$ cat src/hw/rtl/first_best_fit_block_allocator_assert.svh
// Concurrent assertion macros, empty for synthesis
`ifndef FIRST_BEST_FIT_BLOCK_ALLOCATOR_ASSERT_SVH
`define FIRST_BEST_FIT_BLOCK_ALLOCATOR_ASSERT_SVH

`ifndef SYNTHESIS
`define FBFA_ASSERT_SAME(lbl, ante, cons) \
  lbl: assert property (@(posedge clk) disable iff (rst) (ante) |-> (cons)) \
    else $error("assertion failed");
`define FBFA_ASSERT_NEXT(lbl, ante, cons) \
  lbl: assert property (@(posedge clk) disable iff (rst) (ante) |=> (cons)) \
    else $error("assertion failed");
`else
`define FBFA_ASSERT_SAME(lbl, ante, cons)
`define FBFA_ASSERT_NEXT(lbl, ante, cons)
`endif

`endif

$ cat src/hw/rtl/fbfa_pkg.sv
package fbfa_pkg;

  localparam int MAX_BLOCKS   = 64;
  localparam int HEADER_BYTES = 8;

  localparam int IDX_W  = $clog2(MAX_BLOCKS);
  localparam int CNT_W  = $clog2(MAX_BLOCKS + 1);
  localparam int SIZE_W = 21;
  localparam int OFF_W  = 20;
  localparam int CFG_W  = 21;
  localparam int CFG_IDX_W = 1;

  localparam logic [SIZE_W-1:0] HEAP_CEIL  = SIZE_W'(1 << OFF_W);
  localparam logic [OFF_W-1:0]  OFFSET_MAX = {OFF_W{1'b1}};

  localparam logic OP_ALLOC = 1'b0;
  localparam logic OP_FREE  = 1'b1;

  localparam logic [CFG_IDX_W-1:0] REG_FIT_MODE   = 1'b0;
  localparam logic [CFG_IDX_W-1:0] REG_HEAP_LIMIT = 1'b1;

  typedef enum logic [1:0] {
    ST_REUSE    = 2'd0,
    ST_GROW     = 2'd1,
    ST_NO_ROOM  = 2'd2,
    ST_BAD_ADDR = 2'd3
  } status_t;

  typedef struct packed {
    logic start;
    logic scan;
    logic decide;
  } cmd_t;

  typedef struct packed {
    logic scan_done;
    logic out_busy;
  } sts_t;

  typedef struct packed {
    logic              free;
    logic [SIZE_W-1:0] size;
  } entry_t;

endpackage

$ cat src/hw/rtl/fbfa_ctrl.sv
module fbfa_ctrl import fbfa_pkg::*; (
  input  logic clk,
  input  logic rst,
  input  logic s_tvalid,
  output logic s_tready,
  input  sts_t sts,
  output cmd_t cmd
);

  typedef enum logic [2:0] {
    S_IDLE   = 3'b001,
    S_SCAN   = 3'b010,
    S_DECIDE = 3'b100
  } state_t;

  state_t state, state_next;

  always_ff @(posedge clk) begin
    if (rst) begin
      state <= S_IDLE;
    end else begin
      state <= state_next;
    end
  end

  always_comb begin
    state_next = state;
    cmd        = '0;
    s_tready   = 1'b0;
    case (state)
      S_IDLE: begin
        s_tready  = !rst;
        cmd.start = s_tvalid && !rst;
        if (s_tvalid) begin
          state_next = S_SCAN;
        end
      end
      S_SCAN: begin
        cmd.scan = 1'b1;
        if (sts.scan_done) begin
          state_next = S_DECIDE;
        end
      end
      S_DECIDE: begin
        if (!sts.out_busy) begin
          cmd.decide = 1'b1;
          state_next = S_IDLE;
        end
      end
      default: begin
        state_next = S_IDLE;
      end
    endcase
  end

endmodule

$ cat src/hw/rtl/fbfa_datapath.sv
module fbfa_datapath import fbfa_pkg::*; (
  input  logic                 clk,
  input  logic                 rst,
  input  cmd_t                 cmd,
  output sts_t                 sts,
  input  logic                 in_op,
  input  logic [OFF_W-1:0]     in_req,
  input  logic [OFF_W-1:0]     in_addr,
  input  logic                 cfg_we,
  input  logic [CFG_IDX_W-1:0] cfg_index,
  input  logic [CFG_W-1:0]     cfg_data,
  output logic                 out_valid,
  input  logic                 out_ready,
  output logic [OFF_W-1:0]     out_off,
  output status_t              out_status
);

  entry_t mem [MAX_BLOCKS];
  entry_t rd_q;

  logic              fit_mode;
  logic [SIZE_W-1:0] heap_limit;
  logic [CNT_W-1:0]  count;
  logic [SIZE_W-1:0] heap_used;

  logic              op_r;
  logic [SIZE_W-1:0] total;
  logic [OFF_W-1:0]  addr_r;
  logic [SIZE_W-1:0] limit_r;
  logic [CNT_W-1:0]  iss;
  logic              rd_vld;
  logic [IDX_W-1:0]  proc_idx;
  logic [SIZE_W-1:0] off;
  logic              found;
  logic [IDX_W-1:0]  pick;
  logic [SIZE_W-1:0] pick_off;
  logic [SIZE_W-1:0] pick_size;
  logic              grow_ok;

  logic              rd_en;
  logic              hit_alloc;
  logic              better;
  logic              hit_free;
  logic              take;
  logic              grow;
  logic              mem_we;
  logic [IDX_W-1:0]  mem_waddr;
  entry_t            mem_wdata;

  assign rd_en     = cmd.scan && (iss < count);
  assign hit_alloc = rd_q.free && (rd_q.size >= total);
  assign better    = !found || (fit_mode && (rd_q.size < pick_size));
  assign hit_free  = ({1'b0, off} + (SIZE_W+1)'(HEADER_BYTES)) == {2'b00, addr_r};
  assign take      = rd_vld && ((op_r == OP_FREE) ? (hit_free && !found)
                                                  : (hit_alloc && better));
  assign grow      = (op_r == OP_ALLOC) && !found && grow_ok;
  assign mem_we    = cmd.decide && (found || grow);
  assign mem_waddr = found ? pick : count[IDX_W-1:0];
  assign mem_wdata = found ? entry_t'{free: (op_r == OP_FREE), size: pick_size}
                           : entry_t'{free: 1'b0, size: total};

  assign sts.scan_done = (iss == count) && !rd_vld;
  assign sts.out_busy  = out_valid && !out_ready;

  always_ff @(posedge clk) begin
    if (mem_we) begin
      mem[mem_waddr] <= mem_wdata;
    end
    if (rd_en) begin
      rd_q <= mem[iss[IDX_W-1:0]];
    end
  end

  always_ff @(posedge clk) begin
    if (rst) begin
      fit_mode   <= 1'b0;
      heap_limit <= HEAP_CEIL;
    end else if (cfg_we) begin
      case (cfg_index)
        REG_FIT_MODE:   fit_mode   <= cfg_data[0];
        REG_HEAP_LIMIT: heap_limit <= cfg_data;
        default: begin
        end
      endcase
    end
  end

  always_ff @(posedge clk) begin
    if (rst) begin
      count     <= '0;
      heap_used <= '0;
    end else if (cmd.decide && grow) begin
      count     <= count + CNT_W'(1);
      heap_used <= heap_used + total;
    end
  end

  always_ff @(posedge clk) begin
    if (rst) begin
      iss    <= '0;
      rd_vld <= 1'b0;
    end else if (cmd.start) begin
      iss    <= '0;
      rd_vld <= 1'b0;
    end else begin
      rd_vld <= rd_en;
      if (rd_en) begin
        iss <= iss + CNT_W'(1);
      end
    end
  end

  always_ff @(posedge clk) begin
    if (cmd.start) begin
      op_r    <= in_op;
      total   <= {1'b0, in_req} + SIZE_W'(HEADER_BYTES);
      addr_r  <= in_addr;
      limit_r <= (heap_limit > HEAP_CEIL) ? HEAP_CEIL : heap_limit;
      off     <= '0;
      found   <= 1'b0;
    end else begin
      if (rd_en) begin
        proc_idx <= iss[IDX_W-1:0];
      end
      if (rd_vld) begin
        off <= off + rd_q.size;
      end
      if (take) begin
        found     <= 1'b1;
        pick      <= proc_idx;
        pick_off  <= off;
        pick_size <= rd_q.size;
      end
    end
    grow_ok <= (count < CNT_W'(MAX_BLOCKS)) && (total <= limit_r)
            && (({1'b0, heap_used} + {1'b0, total}) <= {1'b0, limit_r})
            && (({1'b0, heap_used} + (SIZE_W+1)'(HEADER_BYTES))
                <= (SIZE_W+1)'(OFFSET_MAX));
  end

  always_ff @(posedge clk) begin
    if (rst) begin
      out_valid <= 1'b0;
    end else if (cmd.decide) begin
      out_valid <= 1'b1;
    end else if (out_ready) begin
      out_valid <= 1'b0;
    end
  end

  always_ff @(posedge clk) begin
    if (cmd.decide) begin
      if (op_r == OP_FREE) begin
        out_off    <= found ? addr_r : '0;
        out_status <= found ? ST_REUSE : ST_BAD_ADDR;
      end else if (found) begin
        out_off    <= OFF_W'(pick_off + SIZE_W'(HEADER_BYTES));
        out_status <= ST_REUSE;
      end else if (grow_ok) begin
        out_off    <= OFF_W'(heap_used + SIZE_W'(HEADER_BYTES));
        out_status <= ST_GROW;
      end else begin
        out_off    <= '0;
        out_status <= ST_NO_ROOM;
      end
    end
  end

endmodule

$ cat src/hw/rtl/first_best_fit_block_allocator.sv
// Items are handled one at a time: the next is accepted only once the current one is decided,
// after a scan of the block table through its single read port, one entry per cycle.
// Reset (rst, synchronous): empty table, zero heap, first fit, limit 1048576.
// A result waiting on m_tready does not block acceptance of the next item.
`include "first_best_fit_block_allocator_assert.svh"

module first_best_fit_block_allocator import fbfa_pkg::*; (
  input  logic                 clk,
  input  logic                 rst,
  input  logic                 s_tvalid,
  output logic                 s_tready,
  input  logic [39:0]          s_tdata,   // request_size[19:0], release_offset[39:20]
  input  logic [0:0]           s_tuser,   // operation[0]
  output logic                 m_tvalid,
  input  logic                 m_tready,
  output logic [23:0]          m_tdata,   // payload_offset[19:0], zero fill[23:20]
  output logic [1:0]           m_tuser,   // status[1:0]
  input  logic                 cfg_we,
  input  logic [CFG_IDX_W-1:0] cfg_index,
  input  logic [CFG_W-1:0]     cfg_data
);

  cmd_t             cmd;
  sts_t             sts;
  logic [OFF_W-1:0] out_off;
  status_t          out_status;
  logic             err_status;

  fbfa_ctrl u_ctrl (
    .clk      (clk),
    .rst      (rst),
    .s_tvalid (s_tvalid),
    .s_tready (s_tready),
    .sts      (sts),
    .cmd      (cmd)
  );

  fbfa_datapath u_datapath (
    .clk        (clk),
    .rst        (rst),
    .cmd        (cmd),
    .sts        (sts),
    .in_op      (s_tuser[0]),
    .in_req     (s_tdata[19:0]),
    .in_addr    (s_tdata[39:20]),
    .cfg_we     (cfg_we),
    .cfg_index  (cfg_index),
    .cfg_data   (cfg_data),
    .out_valid  (m_tvalid),
    .out_ready  (m_tready),
    .out_off    (out_off),
    .out_status (out_status)
  );

  assign m_tdata    = {4'b0000, out_off};
  assign m_tuser    = out_status;
  assign err_status = (out_status == ST_NO_ROOM) || (out_status == ST_BAD_ADDR);

  `FBFA_ASSERT_NEXT(a_busy_after_accept, s_tvalid && s_tready, !s_tready)
  `FBFA_ASSERT_SAME(a_decide_after_scan, cmd.decide, sts.scan_done && !sts.out_busy)
  `FBFA_ASSERT_SAME(a_error_zero_offset, m_tvalid && err_status, m_tdata == 24'd0)

endmodule
$ cat config.mk
export PLATFORM = sky130hd
export DESIGN_NAME = first_best_fit_block_allocator
export DESIGN_NICKNAME = d
export VERILOG_FILES = /design/src/hw/rtl/fbfa_pkg.sv /design/src/hw/rtl/fbfa_ctrl.sv /design/src/hw/rtl/fbfa_datapath.sv /design/src/hw/rtl/first_best_fit_block_allocator.sv
export VERILOG_INCLUDE_DIRS = /design/src /design/src/hw/rtl
export SDC_FILE = /design/constraint.sdc
export NUM_CORES = 2
export LEC_CHECK = 0
export ABC_AREA = 1
export BUFFER_PORTS_ARGS = -buffer_cell sky130_fd_sc_hd__buf_2
export CORE_UTILIZATION = 40
export CTS_CLUSTER_SIZE = 16
export DETAILED_ROUTE_END_ITERATION = 8
export MAX_ROUTING_LAYER = met4
export PLACE_DENSITY = 0.66
export SETUP_SLACK_MARGIN = 0.15
export SLEW_MARGIN = 25
export SYNTH_ARGS = -nofsm -noshare
export SYNTH_HDL_FRONTEND = slang
export SYNTH_SLANG_ARGS = --single-unit
$ cat constraint.sdc
create_clock -name clk -period 4.9 [get_ports clk]
set_clock_uncertainty 0.15 [all_clocks]
set_input_delay 0.49 -clock clk [delete_from_list [all_inputs] [get_ports clk]]
set_output_delay 0.49 -clock clk [all_outputs]
set_load 0.02 [all_outputs]
==> out/results.txt <==
Post-synth top cells: edfxtp_1, nor2_1, o21ai_0
HP Class: in2reg
Largest net degree at the start of global routing: 169
Worst Tran Pin Value: 1110 ps
Top_reg_cell synth: edfxtp_1
Row count: 153
CTS Sinks: 1653
Final Wtd Congestion: 0.972
Worst Setup End Kind: register
Global-route usage over all layers: 23.4%
Sequential share of the synthesized area: 69.6%
Root buffer cell: clkbuf_16
IO Port Bufs: 91
CTS tree: yes
Slew margin rel.: 25.8%
DRT antenna net count: 0
Worst Path Max Fanout: 142
Number of antenna violations at the first check in global routing: 5
Dominant cell by count in the synthesized netlist: edfxtp_1
Async S/R FF share, synth: 0%
Flops & latches, synth: 1653
Vias/cell: 5.73
Max Freq: 264 MHz
Die ar.: 177000 µm²
CP Class: reg2reg
WP data arrival: 4090 ps
Nets@finish: 6225
Period Utilization, post-route: 77.2%
Wire per inst: 24.1 µm
CP max stage cell: dfxtp_4
Worst Path Required: 5210 ps
Max-Cap Viols: 0
Number of buffers created by CTS: 167
PnR Total Power: 0.0301 W
I/O Pins: 96
Crit start category: register
Setup_tns: 0 ps
Core region area: 174000 µm²
CTS Buffer Depth: 3
Post-synth EDFFs: 1568
DRT Wirelength: 205000 µm
Critical path origin: u_datapath.iss[0]
Max IR drop VDD: 335 µV
Vias in the first global route: 46100
Share of cells above drive strength 1: 9.83%
Clk_lat worst skew: 830 ps
Iter 0 DRT Violations: 5768
Chip height: 421 µm
Post-CTS setup buffer count: 0
Status: finished clean
CP max stage delay: 730 ps
H-tree depth: 4
P&R area growth vs syn: 13.8%
Detail Placement HPWL: 121000 µm
Final setup fails: 0
Share of the synthesized area in the top cell type: 67.2%
Distinct cells, synth: 52
Clock slew at reported path FFs: 60 ps
Lkg Pwr: 27.6 nW
RSZ-0062 raised after global routing: no
Post-Synthesis Cells: 5869
Final Critical Period: 3780 ps
DRC viols: 0
Die Wd: 421 µm
Final Max Tran Viols: 0
WP buf/inv: 2
Initial Utilization: 40.3%
Post-synth top area cell: edfxtp_1
Crit path cell chain: inv_8 -> buf_4 -> o21ai_1 -> o22ai_1 -> o211ai_1 -> nand3_1 -> o21ai_1 -> a21oi_1
Ranking of synthesized cells by area: edfxtp_1, o21ai_0, nor2_1, nand2_1, ha_1
Most frequent CP cell: o21ai_1
Start of the worst register-to-register path: u_datapath.iss[0]
Final hold viol count: 0
Syn avg cell area: 11.9 µm²
Grt total ovfl: 0
Syn. warnings: 0
Hold path startpoint: rst
Global-route wire length before repair: 300000 µm
Drt pass-1 iters: 6
Critical path's top delay family: compound AO/OA/AOI/OAI gates
Pwr Density: 378 nW/µm²
Vias post-DR: 48600
Syn Std Cell Area: 70100 µm²
# resized after CTS: 0
[routing by layer]
layer | up-vias | track usage (%) | wire length, µm
met2 | 2516 | 36.5 | 95600
li1 | 21700 | - | -
met1 | 23900 | 30.3 | 81400
met5 | - | - | 0
met3 | 398 | 4.00 | 18900
met4 | 0 | 9.78 | 8890
[placed cells by master, fill, tap and decap left out, types with 8 or more instances in the layout]
cell              n
o21ai_4          21
a21oi_1         180
dfxtp_1          81
nor2_2           72
clkbuf_16       169
bufinv_16        15
o211ai_1         56
buf_2            91
edfxtp_1       1568
xnor2_1          20
o21ai_1          53
clkbuf_1         29
ha_1            137
inv_1           297
o221ai_1        134
dlygate4sd3_1    72
clkinv_2         33
nand3_1         215
buf_4           125
o21ai_0         789
nor3_1           28
o22ai_1         224
buf_12           16
or2_2             8
nand2_1         558
nand4_1          74
xor2_1           42
nor2_1          894
clkinv_1         41
[sequential cells by signal, summed over array words and instances (netlist names), 2 cells and up]
name / cells
u_datapath.heap_used: 21
u_datapath.heap_limit: 21
u_datapath.proc_idx: 6
u_datapath.out_off: 20
u_datapath.addr_r: 20
u_datapath.pick_off: 20
u_datapath.off: 21
u_datapath.total: 21
u_datapath.limit_r: 21
u_datapath.pick: 6
u_datapath.pick_size: 21
u_datapath.mem: 1408
u_datapath.iss: 7
u_datapath.rd_q: 22
u_datapath.count: 7
u_datapath.out_status: 2
u_ctrl.state: 3
[per-stage QoR]
stage	hold slack (ps)	std cells	setup WS, ps	utilization, %	area [µm²]
4_1_cts	17.5	8482	1260	45.8	79800
6_report	72.4	8484	1120	45.8	79800
3_5_place_dp	258	8102	1260	42.3	73600
3_3_place_gp	252	8102	1350	42.3	73600
5_1_grt	74.6	8484	992	45.8	79800
2_1_floorplan	250	5872	836	-	70100
[report_power, final]
| part | internal (W) | switching (W) | total [W] |
|---|---|---|---|
| Clock | 0.00720 | 0.00556 | 0.0128 |
| Combinational | 0.000364 | 0.00114 | 0.00151 |
| Sequential | 0.0158 | 0.0000942 | 0.0159 |
| Total | 0.0233 | 0.00679 | 0.0301 |
[final timing paths]
path	end	slack, ps	cells past startpoint
max reg2reg	u_datapath.rd_q[2]	1120	8
min reg2reg	u_datapath.pick[1]	270	0
max	u_datapath.rd_q[2]	1120	8
min	u_ctrl.state[1]	70	3
[what timing repair did]
action                                  CTS  global route
hold endpoints to repair                 67             0
endpoints found under the setup margin    0             0
hold buffers                             72             0
[worst min-delay path, delay by kind of cell]
kind,cells,cell delay (ps)
buffers and inverters,2,340
AND/OR/NAND/NOR,1,140
[cells by family after synthesis]
family / synth area share [%]
AOI/OAI and AO/OA: 12.1
xor gates and xnor gates: 0.775
adders and majority gates: 2.50
buffers and inverters: 3.92
DFF: 69.6
other: 0.00535
and+or+nand+nor: 11.0
[layout make-up]
class	count	area [µm²]
diodes	2	5.00
clock buffers	198	4340
clock inverters	110	1150
fillers	15200	94200
inverters	310	1180
multi-input cells	3582	18900
flip-flops and latches	1653	48800
well taps	2325	2910
repair buffers	304	2430
(Power assumes the default switching activity.)
